File: config.mk
export PLATFORM = sky130hd
export DESIGN_NAME = mrrc_frame_track
export DESIGN_NICKNAME = d
export VERILOG_FILES = /design/src/hdl/mrrc_pkg.sv /design/src/hdl/mrrc_frame_track.sv
export SDC_FILE = /design/constraint.sdc
export NUM_CORES = 1
export LEC_CHECK = 0
export BUFFER_PORTS_ARGS = -buffer_cell sky130_fd_sc_hd__buf_4
export CAP_MARGIN = 40
export CORE_ASPECT_RATIO = 0.7
export CORE_MARGIN = 5
export CORE_UTILIZATION = 55
export CTS_CLUSTER_SIZE = 14
export DETAILED_ROUTE_END_ITERATION = 8
export HOLD_SLACK_MARGIN = 0.06
export PLACE_DENSITY = 0.78
export SLEW_MARGIN = 10
export SYNTH_ARGS = -nofsm -noshare
export SYNTH_HDL_FRONTEND = slang
export SYNTH_SLANG_ARGS = --single-unit
File: constraint.sdc
create_clock -name aclk -period 6.8 [get_ports aclk]
set_input_delay 0.68 -clock aclk [delete_from_list [all_inputs] [get_ports aclk]]
set_output_delay 0.68 -clock aclk [all_outputs]
set_load 0.005 [all_outputs]
File: src/hdl/mrrc_pkg.sv
// ----------------------------------------------------------------------------
// mrrc_pkg
// Shared types, constants and the CRC16 byte update for the Modbus RTU
// response checker.
// ----------------------------------------------------------------------------
package mrrc_pkg;

    // Frame geometry
    localparam int FRAME_BYTES = 11;
    localparam int POS_W       = $clog2(FRAME_BYTES + 1);
    localparam int SPAN_W      = 9;          // 3 + 255 fits in 9 bits
    localparam int MAX_LEN     = FRAME_BYTES - 5;

    // Header byte positions and the data bytes that carry the values
    localparam logic [POS_W-1:0] POS_ADDR  = POS_W'(0);
    localparam logic [POS_W-1:0] POS_FUNC  = POS_W'(1);
    localparam logic [POS_W-1:0] POS_LEN   = POS_W'(2);
    localparam logic [POS_W-1:0] POS_DATA0 = POS_W'(3);
    localparam logic [POS_W-1:0] POS_DATAN = POS_W'(8);
    localparam logic [POS_W-1:0] POS_LAST  = POS_W'(FRAME_BYTES - 1);
    localparam logic [POS_W-1:0] POS_END   = POS_W'(FRAME_BYTES);

    // Modbus constants
    localparam logic [15:0] CRC_INIT       = 16'hFFFF;
    localparam logic [15:0] CRC_POLY       = 16'hA001;
    localparam logic [7:0]  FUNC_READ_HOLD = 8'h03;
    localparam logic [7:0]  ADDR_RESET     = 8'h01;

    typedef enum logic [1:0] {
        STATUS_OK      = 2'd0,
        STATUS_HDR_ERR = 2'd1,
        STATUS_CRC_ERR = 2'd2,
        STATUS_LEN_ERR = 2'd3
    } status_t;

    // One finished frame report
    typedef struct packed {
        logic        last;
        status_t     status;
        logic [15:0] nitrogen;
        logic [15:0] phosphorus;
        logic [15:0] potassium;
    } frame_res_t;

    // Reflected CRC16 update over one byte, LSB first
    function automatic logic [15:0] crc16_byte(input logic [15:0] crc_in,
                                               input logic [7:0]  data);
        logic [15:0] crc;
        crc = crc_in ^ {8'h00, data};
        for (int k = 0; k < 8; k++) begin
            if (crc[0]) begin
                crc = (crc >> 1) ^ CRC_POLY;
            end else begin
                crc = crc >> 1;
            end
        end
        return crc;
    endfunction

endpackage

File: src/hdl/mrrc_frame_track.sv
// ----------------------------------------------------------------------------
// mrrc_frame_track
// Per-frame state: byte position, header check, length, running CRC,
// CRC snapshot, received CRC and value bytes. Reports on the last byte.
// ----------------------------------------------------------------------------
module mrrc_frame_track (
    input  logic                   aclk,
    input  logic                   aresetn,
    input  logic                   step,
    input  logic [7:0]             rx_byte,
    input  logic                   frame_start,
    input  logic [7:0]             device_address,
    output mrrc_pkg::frame_res_t   res
);
    import mrrc_pkg::*;

    logic [POS_W-1:0]  pos_reg,  pos_next;
    logic [15:0]       crc_reg,  crc_next;
    logic [15:0]       comp_reg, comp_next;
    logic [15:0]       rcv_reg,  rcv_next;
    logic [7:0]        len_reg,  len_next;
    logic              hdr_reg,  hdr_next;
    logic [47:0]       val_reg,  val_next;

    logic [POS_W-1:0]  pos;
    logic [15:0]       crc_base, comp_base, rcv_base;
    logic [7:0]        len_base;
    logic              hdr_base;
    logic [47:0]       val_base;
    logic              active;
    logic [SPAN_W-1:0] span;
    logic [SPAN_W-1:0] pos_wide;
    logic [2:0]        val_idx;
    status_t           status;

    // Frame start restarts from the reset state
    always_comb begin
        pos       = frame_start ? '0 : pos_reg;
        crc_base  = frame_start ? CRC_INIT : crc_reg;
        comp_base = frame_start ? '0 : comp_reg;
        rcv_base  = frame_start ? '0 : rcv_reg;
        len_base  = frame_start ? '0 : len_reg;
        hdr_base  = frame_start ? 1'b0 : hdr_reg;
        val_base  = frame_start ? '0 : val_reg;
    end

    // Next frame state for this byte
    always_comb begin
        active    = (pos < POS_END);
        pos_wide  = SPAN_W'(pos);
        pos_next  = pos;
        hdr_next  = hdr_base;
        len_next  = len_base;
        crc_next  = crc_base;
        comp_next = comp_base;
        rcv_next  = rcv_base;
        val_next  = val_base;
        val_idx   = 3'(POS_DATAN - pos);
        span      = SPAN_W'(3);
        if (active) begin
            pos_next = pos + POS_W'(1);
            if (pos == POS_ADDR) begin
                hdr_next = (rx_byte == device_address);
            end else if (pos == POS_FUNC) begin
                hdr_next = hdr_base && (rx_byte == FUNC_READ_HOLD);
            end else if (pos == POS_LEN) begin
                len_next = rx_byte;
            end
            // CRC covers address, function, length and L data bytes
            if (pos >= POS_DATA0) begin
                span = SPAN_W'(3) + SPAN_W'(len_next);
            end
            if (pos_wide < span) begin
                crc_next = crc16_byte(crc_base, rx_byte);
            end
            // Snapshot CRC and capture the little-endian received CRC
            if (pos >= POS_DATA0) begin
                if (pos_wide == span) begin
                    comp_next = crc_base;
                    rcv_next  = {rcv_base[15:8], rx_byte};
                end else if (pos_wide == span + SPAN_W'(1)) begin
                    rcv_next  = {rx_byte, rcv_base[7:0]};
                end
            end
            // Value bytes, first data byte in the top octet
            if (pos >= POS_DATA0 && pos <= POS_DATAN) begin
                val_next[{val_idx, 3'b000} +: 8] = rx_byte;
            end
        end
    end

    // Status, header first, then length, then CRC
    always_comb begin
        priority if (!hdr_next) begin
            status = STATUS_HDR_ERR;
        end else if (len_next > 8'(MAX_LEN)) begin
            status = STATUS_LEN_ERR;
        end else if (comp_next != rcv_next) begin
            status = STATUS_CRC_ERR;
        end else begin
            status = STATUS_OK;
        end
    end

    always_comb begin
        res.last       = active && (pos == POS_LAST);
        res.status     = status;
        res.nitrogen   = (status == STATUS_OK) ? val_next[47:32] : '0;
        res.phosphorus = (status == STATUS_OK) ? val_next[31:16] : '0;
        res.potassium  = (status == STATUS_OK) ? val_next[15:0]  : '0;
    end

    // Frame state registers
    always_ff @(posedge aclk) begin
        if (!aresetn) begin
            pos_reg  <= '0;
            crc_reg  <= CRC_INIT;
            comp_reg <= '0;
            rcv_reg  <= '0;
            len_reg  <= '0;
            hdr_reg  <= 1'b0;
            val_reg  <= '0;
        end else if (step) begin
            pos_reg  <= pos_next;
            crc_reg  <= crc_next;
            comp_reg <= comp_next;
            rcv_reg  <= rcv_next;
            len_reg  <= len_next;
            hdr_reg  <= hdr_next;
            val_reg  <= val_next;
        end
    end

endmodule

# Word level (Yosys, flattened, before mapping)
# Index checks and enable logic that the tools add are counted.
# word_totals
register_bits	109
input_bits	20
out_inout_bits	51
word_cells	99
# op_classes
n_addsub	5
n_lt_le_gt_ge	5
eq_ne	8
n_shift	2
mux	58
bitwise	9
n_reduce_logical	5
# op_table
op	n
$mux W16	37
$mux W48	3
$bwmux W48	1
$mux W8	6
$shift A8 B8 Y48 const A	1
$shiftx A8 B8 Y48	1
$not A2 Y3	8
$eq A4 B9 Y1	2
$mux W9	2
$ne A16 B16 Y1	1
$xor A16 B8 Y16	1
$add A2 B8 Y9 const A	1
$add A9 B1 Y9 const B	1
$lt A4 B9 Y1	1
$eq A8 B2 Y1 const B	1
$eq A8 B8 Y1	1
$gt A8 B3 Y1 const B	1
$mux W4	2
$neg A6 Y8	1
$mux W2	3
$add A4 B1 Y4 const B	1
$eq A4 B1 Y1 const B	1
$eq A4 B2 Y1 const B	1
$eq A4 B4 Y1 const B	1
other kinds (8)	13

# Depth between registers and ports, before layout
# logic_depth
depth_word	40
ltp_mapped	31
ltp_nobuf	24

# Least setup slack after synthesis
# OpenSTA, ideal clock, no wires.
# synth_path
path_type	input -> output
from	in frame_start
to	out res[0] (netlist name)
arrival_ns	6.547
required_ns	6.120
setup_slack_ns	-0.427
cell_stages	28
n_path_buf	6
path_cell_list	inv_1 -> clkbuf_1 -> nand2_1 -> ha_1 -> nor3b_4 -> nand2_2 -> clkbuf_1 -> a21oi_1 -> ha_1 -> clkbuf_1 -> inv_1 -> xnor2_1 -> o21ai_0 -> inv_1 -> ha_1 -> nand4_1 -> nor3_1 -> nand4_1 -> a21oi_1 -> buf_2 -> mux2i_1 -> o311ai_0 -> a211o_1 -> a2111oi_2 -> nand4bb_1 -> buf_4 -> buf_8 -> nor2_2
# synth_rtl
item	line	rtl
start: declaration	mrrc_frame_track.sv:11	input logic frame_start,
end: declaration	mrrc_frame_track.sv:13	output mrrc_pkg::frame_res_t res

==> results_dict.tcl <==
set metrics [dict create \
    min_delay_path_depth 2 \
    ir_worst_vdd_v 0.000142 \
    hp-class "reg -> reg" \
    period_minus_slack_ns 6.50 \
    regToRegEndpoint "rcv_reg[6]" \
    worstPathArrival_ns 5.82 \
    synth.distinct_cells 77 \
    p_int_uw 997 \
    dp_hpwl_um 14500 \
    drive_gt1_share_pct 17.6 \
    rr_startpoint "pos_reg[1]" \
    synthCells 936 \
    drt-wirelength-per-cell_um 19.2 \
    antenna_found_initial 0 \
    path_max_fanout 48 \
    ys_ff_latch 109 \
    grt_max_degree 69 \
    largest_reg_flops 48 \
    fin_nets 993 \
    hold_end "comp_reg[4]" \
    clk_pin_slew_worst_paths_ns 0.08 \
    layout_commonest_cell "a22oi_1" \
    p_seq_share_pct 46.8 \
    power_uw 1430 \
    dr.pass1.iters 6 \
    dp.cells 1134 \
    grt_first_pass_wirelength_um 35400 \
    fin_tns_setup_ns 0 \
    cap_violations 0 \
    route.detailed.drc 0 \
    cts_made_buffers 9 \
    skew_ns 0.00823 \
    p_sw_share_pct 30.4 \
    hold_viol 0 \
    clkPwrFrac_pct 38.2 \
    cts_sinks 109 \
    clockRootBuffer "clkbuf_16" \
    fin_crit_sh_pct 95.6 \
    final_cell_mix "115 x a22oi_1, 109 x dfxtp_1, 96 x buf_4, 89 x nor2b_1, 76 x nor2_1" \
    io_buffers 70 \
    crit_path_end_kind "output pin" \
    cts_hold_buf 0 \
    grt_pass1_vias 6666 \
    die_w_um 149 \
    place_area_um2 8110 \
    vias 7249 \
    worstSetupPathType "in -> out" \
    area_growth_pct 13.5 \
    async_reset_ff_share_pct 0 \
    finalMaxSlewViolations 0 \
    ioPinCount 71 \
    routed_wl_um 22100 \
    fp-row-count 35 \
    dieArea_um2 16100 \
    power_density_nw_per_um2 169 \
    synth_ff_type "dfxtp_1" \
    slew_headroom_pct 42.4 \
    insertion_delay_ns 0.36 \
    fin_ws_ns 0.298 \
    grt_overflow 0 \
    start_util_pct 56.6 \
    antenna_cells 0 \
    stdcell_area_um2 8490 \
    status "completed" \
    synth_edf_count 0 \
    antenna_left 0 \
    postSynthNetCount 968 \
    grtUsageTotal_pct 27.1 \
    leakage_uw 0.00290 \
    fmax_mhz 154 \
    clockBufferDepth 2 \
    gp_congestion 0.964 \
    dr.first_iter.drc_count 908 \
    max_slew.worst_pin.slew_ns 0.852 \
    fp.coreArea_um2 13200 \
    synth_area_per_cell_um2 8.00 \
    critPathLaunchType "primary input" \
    seq_area_frac_synth_pct 29.2 \
    die_y_um 108 \
    avgViaCountPerCell 6.30 \
    r2r_cells 22 \
    setup_violations 0 \
    ys_warn_count 0 \
    pwr-share-comb_pct 15.0 \
    required_ns 6.12 \
    htreeDepth 3 \
    cts_tree "yes" \
    place_ws_ns 0.0795 \
    p_switching_uw 435 \
    min-delay-start "comp_reg[4]" \
    stdcell_count 1151 \
    synth_area_um2 7480 \
    rrSetupSlack_ns 2.10 \
]
==> cells by family (layout without fill, tap and decap cells) <==
kind of cell	after synthesis	after routing	share of synthesized area [%]
fa+ha+maj	12	12	2.01
mux	15	15	2.07
simple gates	339	339	23.9
buf+inv	108	138	6.14
compound gates	282	282	28.5
flops	109	109	29.2
xor+xnor	71	71	8.31
==> layer usage <==
metal	global-route usage (%)	routed length, um	share of wire (%)
met5	0	0	0
met4	5.88	376	1.7
met3	5.98	2120	9.6
met2	40.5	9550	43
met1	39.9	10000	45
==> metrics by stage <==
step	utilization (%)	hold slack [ns]
after floorplan	-	0.441
after global placement	61.1	0.464
after detailed placement	61.3	0.478
after CTS	63.7	0.487
after global routing	64.2	0.515
final	64.2	0.484
==> cell type report <==
cell class / count / area, um^2
repair buffers: 99 / 766
fillers: 1153 / 4730
flip-flops and latches: 109 / 2180
well taps: 185 / 231
inverters: 23 / 86.3
clock inverters: 7 / 90.1
multi-input cells: 719 / 4910
clock buffers: 9 / 225
==> worst max-delay path by stage <==
stage	start	endpoint	slack [ns]	depth (start not counted)
after floorplan	frame_start	res[0]	0.006	29
after global placement	frame_start	res[12]	0.26	25
after detailed placement	frame_start	res[43]	0.08	26
after CTS	frame_start	res[43]	0.03	26
after global routing	frame_start	res[42]	-0.03	26
final	frame_start	res[32]	0.30	22
==> critical path: stages <==
cell and delay [ns]:
buf_4 0.12, nand2b_1 0.23, inv_1 0.12, ha_2 0.22
or3b_1 0.42, nor3_4 0.20, a21oi_2 0.06, ha_2 0.21
buf_4 0.18, xor2_1 0.14, and3_1 0.19, or3_4 0.39
a31oi_1 0.41, o22ai_1 0.15, o21ba_1 0.24, or4_1 0.55
a21o_1 0.21, a2111oi_2 0.40, nand4bb_2 0.18, buf_12 0.22
nor2_1 0.15, buf_4 0.12
==> cells in the mapped netlist, types with 10 or more instances <==
| cell type | instances | area share (%) |
|---|---|---|
| xor2_1 | 15 | 1.8 |
| o21ai_0 | 24 | 1.6 |
| nand2b_1 | 12 | 1.0 |
| o22ai_1 | 19 | 1.6 |
| nor2b_1 | 89 | 7.4 |
| mux2i_1 | 11 | 1.5 |
| clkbuf_1 | 62 | 3.1 |
| a21oi_1 | 19 | 1.3 |
| a21boi_0 | 10 | 1.0 |
| nor3_1 | 12 | 0.80 |
| nor2_2 | 20 | 1.7 |
| dfxtp_1 | 109 | 29 |
| a22oi_1 | 115 | 12 |
| nand3_1 | 11 | 0.74 |
| ha_1 | 12 | 2.0 |
| nor2_1 | 76 | 3.8 |
| nand2_1 | 67 | 3.4 |
| inv_1 | 23 | 1.2 |
| a31oi_1 | 10 | 0.84 |
| xnor2_1 | 56 | 6.6 |
==> power by group through the flow <==
stage,clock [uW],combinational (uW),sequential [uW]
3_3_place_gp,0,204,684
3_5_place_dp,0,206,684
5_1_grt,576,232,673
2_1_floorplan,0,161,674
4_1_cts,552,209,669
6_report,547,215,670
==> timing repair <==
action	in CTS	in global routing
gates resized for setup	0	14
setup endpoints to repair	0	49
setup buffers	0	1
Note: power is estimated with default switching activity, not from simulation.
